--- src/rtl/gmpc_ram.sv ---
// Generic simple dual-port RAM: one write port, one read port, registered read.
// No dependencies.
`timescale 1ns / 1ps

module gmpc_ram #(
   parameter int WIDTH = 8,
   parameter int DEPTH = 16
) (
   input  logic                     clock,
   input  logic                     wr_en,
   input  logic [$clog2(DEPTH)-1:0] wr_addr,
   input  logic [WIDTH-1:0]         wr_data,
   input  logic                     rd_en,
   input  logic [$clog2(DEPTH)-1:0] rd_addr,
   output logic [WIDTH-1:0]         rd_data
);

   logic [WIDTH-1:0] mem [DEPTH];

   always_ff @(posedge clock) begin
      if (wr_en) begin
         mem[wr_addr] <= wr_data;
      end
      if (rd_en) begin
         rd_data <= mem[rd_addr];
      end
   end

endmodule

--- config.mk ---
export PLATFORM = sky130hd
export DESIGN_NAME = gmpc_ram
export DESIGN_NICKNAME = d
export VERILOG_FILES = /design/src/rtl/gmpc_ram.sv
export SDC_FILE = /design/constraint.sdc
export NUM_CORES = 1
export LEC_CHECK = 0
export BUFFER_PORTS_ARGS = -buffer_cell sky130_fd_sc_hd__buf_2
export CAP_MARGIN = 20
export CORE_MARGIN = 5
export CORE_UTILIZATION = 48
export DETAILED_ROUTE_END_ITERATION = 8
export HOLD_SLACK_MARGIN = 0.03
export RECOVER_POWER = 50
export SETUP_SLACK_MARGIN = 0.5
export SLEW_MARGIN = 20
export SYNTH_ARGS = -nofsm -noshare
export SYNTH_HDL_FRONTEND = slang
export SYNTH_SLANG_ARGS = --single-unit
--- constraint.sdc ---
create_clock -name clock -period 5.45 [get_ports clock]
set_input_delay 1.09 -clock clock [delete_from_list [all_inputs] [get_ports clock]]
set_output_delay 1.09 -clock clock [all_outputs]
set_load 0.01 [all_outputs]
==> results of run 1 <==
[cells in the final DEF, fill, tap and decap left out]
cell	instances
a22oi_1	16
and2_1	1
and2b_1	1
buf_2	16
buf_4	2
bufinv_16	4
clkbuf_1	15
clkbuf_16	16
clkbuf_8	1
clkinv_1	3
clkinv_2	3
clkinvlp_4	1
edfxtp_1	136
mux4_1	14
mux4_2	18
nand2_1	9
nand2b_1	2
nand3_1	1
nand3b_1	2
nor2_1	13
nor2b_1	1
nor3_1	2
nor3_2	2
or3b_2	1
[power by group]
part / internal, W / switching (W)
Clock: 0.000735 / 0.000392
Sequential: 0.00118 / 0.00000663
Combinational: 0.0000400 / 0.0000625
[logic make-up (layout without fill, tap and decap cells)]
family / Yosys count / after routing / share of synthesized area
AO/OA/AOI/OAI: 16 / 16 / 0.02298
buffers and inverters: 10 / 61 / 0.01651
flip-flops: 136 / 136 / 0.7812
multiplexers: 32 / 32 / 0.1479
AND/OR/NAND/NOR: 35 / 35 / 0.03136
[area by class of cell]
cell class / instances / area [um^2] / area share
sequential: 136 / 4084 / 0.6755
multi-input combinational: 83 / 1067 / 0.1765
clock buffer: 21 / 429.2 / 0.07099
tap: 140 / 175.2 / 0.02897
clock inverter: 11 / 153.9 / 0.02546
timing repair buffer: 29 / 136.4 / 0.02256
[routing by layer]
metal / vias to the layer above / global-route usage / routed length, um
met1: 1254 / 0.2504 / 4467
met4: 0 / 0.06651 / 146
met3: 11 / 0.05180 / 860
met5: - / 0 / 0
li1: 1063 / - / -
met2: 120 / 0.2502 / 4807
[worst max-delay path: stages]
cell and delay (ns):
buf_2 0.41, buf_4 0.41, mux4_1 0.63, a22oi_1 0.21
nand2_1 0.09
[worst paths after layout]
check	slack, ns	end	startpoint
min reg2reg	0.75	rd_data[2]	mem[15][2]
max reg2reg	3.92	rd_data[1]	mem[9][1]
max	2.82	rd_data[3]	rd_addr[0]
min	0.75	rd_data[2]	mem[15][2]
[metrics by stage]
stage	power (W)	hold slack (ns)
floorplan	0.001267	0.7048
global placement	0.001311	0.7254
detailed placement	0.001313	0.7403
CTS	0.002431	0.7539
global route	0.002492	0.7854
finish	0.002416	0.7486
[registers in the layout, indices dropped and copies added (netlist names)]
signal,count
mem,128
rd_data,8
==> flow_metrics.tcl, run 1 <==
set metrics [dict create \
    r2r.worst_path.cells 3 \
    antenna_found_initial 0 \
    drive_gt1_frac 0.2286 \
    hold_buffers 0 \
    post-synth-top-area-fraction 0.7812 \
    grt_pass1_wl_mm 15.66 \
    yosys.area.top_type "edfxtp_1" \
    nFillCells 839 \
    static-leakage-power_nw 1.977 \
    fin_cells 420 \
    p_per_area_mw_per_mm2 399.7 \
    ys_types 18 \
    synth_ff_type "edfxtp_1" \
    cts_buffers 17 \
    cts_tree "yes" \
    viasPerCell 5.829 \
    crit_type "in2reg" \
    clockBufferDepth 2 \
    fmax_ghz 0.3807 \
    cts.clk_slew.worst_paths_ns 0.05 \
    grt_setup_unrepaired "no" \
    cap_violations 0 \
    clock_skew_ns 0.004548 \
    drtPass1Iterations 5 \
    num_rows 38 \
    placed_cell_area_mm2 0.005479 \
    drv_slew 0 \
    grt_pass1_vias 2479 \
    die-area_mm2 0.01308 \
    finalHoldViolCount 0 \
    grt_max_degree 33 \
    syn_avg_cell_area_um2 22.83 \
    crit_path_end_kind "flop" \
    die_w_um 114.4 \
    final.min_clock_period_ns 2.627 \
    postRouteAntennaNets 0 \
    grt.overflow.total 0 \
    final_area_mm2 0.006046 \
    dp_cells 388 \
    syn_area_mm2 0.005228 \
    pin_count 27 \
    post-route-period-util 0.4820 \
    crit_required_ns 5.70 \
    setup_tns_ns 0 \
    synthTopCellsByCount "edfxtp_1 (136), mux4_2 (18), a22oi_1 (16)" \
    finalSetupViolations 0 \
    vias 2448 \
    cts_resized 0 \
    clock-sinks 136 \
    min_path_cells 3 \
    setup_slack_ns 2.823 \
    crit_path_max_fanout 17 \
    antenna_cells 0 \
    synthCells 229 \
    fin_util 0.5626 \
    root_buffer "clkbuf_8" \
    slew-limit-headroom 0.2164 \
    die_h_um 114.4 \
    max-vdd-ir-drop_v 0.0001717 \
    drtIter0Drc 149 \
    synth_edf_count 136 \
    cts-htree-levels 4 \
    syn_nets 248 \
    wirelength_mm 10.28 \
    coreArea_mm2 0.01075 \
    place_congestion 0.7359 \
    nets 286 \
    tightest_slew_ns 1.171 \
    synth_most_common_cell "edfxtp_1" \
    synth_seq_cells 136 \
    ys_warn_count 0 \
    post-route-drc-count 0 \
    start_util 0.4865 \
    cp.arrival_ns 2.88 \
    place.port_buffers 26 \
    status "completed" \
    area_growth_pct 15.65 \
    grtUsageTotal 0.1731 \
    postCtsSetupRepairBufs 0 \
    synthArstFlopShare 0 \
    synth.area.top_cells "edfxtp_1 (78%), mux4_2 (7.8%), mux4_1 (7.0%)" \
    cp-start-kind "input pin" \
    avgRoutedWirePerCell_um 24.48 \
    hold_path.class "reg2reg" \
    preCtsSetupSlack_ns 2.259 \
    dp.final_hpwl_mm 6.363 \
    clk_latency_ns 0.51 \
    ys_seq_area_frac 0.7812 \
]
No activity file was read; power rests on OpenSTA's default activity.
==> run 2: changes to the inputs <==
PLACE_DENSITY = 0.67   (was unset)
clock period = 2.3 ns   (was 5.45 ns; I/O delays follow)
==> run 2 against run 1 <==
- die area did not move
- total power grew 130%
- critical path depth down 4
- critical path type is now reg2out
- clock power is 130% higher
- first-iteration DRC count up 52%
- routed wire length down 8.6%
- final cell count is 4.0% higher
- hold slack worse by 0.29 ns
- final area is 2.4% higher
==> flow_metrics.tcl, run 2 (synthesized netlist as in run 1, its figures left out) <==
set metrics [dict create \
    die-area_mm2 0.01308 \
    grt_pass1_vias 2518 \
    m1WireLength_mm 3.882 \
    p_per_area_mw_per_mm2 910.2 \
    pin_count 27 \
    drtIter0Drc 227 \
    cp.arrival_ns 1.13 \
    coreArea_mm2 0.01075 \
    largest_registers "mem x128, rd_data x8" \
    largest_reg_flops 128 \
    drtPass1Iterations 4 \
    p_total_w 0.005635 \
    die_w_um 114.4 \
    path_depth 1 \
    avgRoutedWirePerCell_um 21.50 \
    dr_wl_met3_um 625 \
    post-route-drc-count 0 \
    dp.final_hpwl_mm 5.981 \
    place_congestion 0.7000 \
    drive_gt1_frac 0.2862 \
    cts-htree-levels 4 \
    wl_met2_mm 4.789 \
    routed.top_layer "met4" \
    slew-limit-headroom 0.5477 \
    drv_slew 0 \
    final.min_clock_period_ns 1.590 \
    area_growth_pct 18.43 \
    antenna_cells 0 \
    setup_tns_ns 0 \
    root_buffer "clkbuf_8" \
    wirelength_mm 9.395 \
    hold_path.class "in2reg" \
    tightest_slew_ns 0.6785 \
    grt.overflow.total 0 \
    clock-sinks 136 \
    grt_pass1_wl_mm 14.81 \
    regMostFlops "mem" \
    max-vdd-ir-drop_v 0.0004578 \
    critical_path.max_stage_delay_ns 0.44 \
    postCtsSetupRepairBufs 0 \
    preCtsSetupSlack_ns 0.2663 \
    cts_resized 0 \
    place.port_buffers 26 \
    path_buf_inv 1 \
    cap_violations 0 \
    grt_max_degree 33 \
    clockBufferDepth 2 \
    grt_setup_unrepaired "no" \
    finalHoldViolCount 0 \
    r2r-end "rd_data[5]" \
    setup_slack_ns 0.7098 \
    start_util 0.4865 \
    post-route-period-util 0.6914 \
    final_cell_mix "edfxtp_1 (136), mux4_2 (18), buf_4 (18)" \
    viasPerCell 5.533 \
    nets 304 \
    crit_required_ns 1.84 \
    layout_commonest_cell "edfxtp_1" \
    cts.clk_slew.worst_paths_ns 0.06 \
    fmax_ghz 0.6288 \
    static-leakage-power_nw 2.077 \
    clock_skew_ns 0.005254 \
    num_rows 38 \
    clk_latency_ns 0.51 \
    crit_end "rd_data[7]" \
    cts_tree "yes" \
    r2r_slack_ns 0.83 \
    critical-path-top-delay-family "flip-flops" \
    crit_path_max_fanout 1 \
    finalSetupViolations 0 \
    cp-start-kind "flop" \
    postRouteAntennaNets 0 \
    path_cells "buf_2" \
    worstReg2RegStart "mem[1][5]" \
    cts_buffers 17 \
    crit_path_end_kind "output pin" \
    status "completed" \
    grtUsageTotal 0.1603 \
    crit_type "reg2out" \
    min_path_cells 1 \
    hold_buffers 0 \
    slowest_stage "edfxtp_1" \
    vias 2418 \
    antenna_found_initial 0 \
    r2r.worst_path.cells 3 \
    startpoint "rd_data[7]" \
    die_h_um 114.4 \
]
## run 2: changes by cell type in the layout (fill, tap and decap cells not counted), sizes merged
cell and change:
clkbuf -4, buf +18, clkinvlp +1, bufinv -1
clkinv +3
## run 2: area by class of cell
type,count,area (um^2)
Sequential cell,136,4084
Clock inverter,14,158.9
Clock buffer,17,414.1
Fill cell,801,4554
Timing Repair Buffer,47,296.5
Tap cell,140,175.2
Multi-Input combinational cell,83,1062
## run 2: metrics by stage
step / instances / cell area, um^2 / utilization / hold WS (ns)
after floorplan: 229 / 5233 / - / 0.5589
after global placement: 406 / 5634 / 0.5243 / 0.7271
after detailed placement: 406 / 5634 / 0.5243 / 0.7403
after CTS: 437 / 6207 / 0.5777 / 0.3056
after global routing: 437 / 6191 / 0.5762 / 0.4545
final: 437 / 6191 / 0.5762 / 0.4611
## run 2: worst min-delay path by stage
stage | startpoint | to | slack (ns)
after floorplan | wr_data[0] | mem[0][0] | 0.56
after global placement | mem[13][0] | rd_data[0] | 0.73
after detailed placement | mem[8][3] | rd_data[3] | 0.74
after CTS | rd_en | rd_data[3] | 0.31
after global routing | rd_en | rd_data[0] | 0.45
final | rd_en | rd_data[4] | 0.46
## run 2: routing by layer
metal | GRT usage | vias up
li1 | - | 1096
met1 | 0.2254 | 1234
met2 | 0.2432 | 80
met3 | 0.04175 | 8
met4 | 0.06176 | 0
met5 | 0 | -
## run 2: power breakdown
part	internal, W	switching, W	total (W)
sequential	0.00279	0.0000148	0.00281
clock	0.00163	0.000946	0.00258
combinational	0.000108	0.000142	0.000251
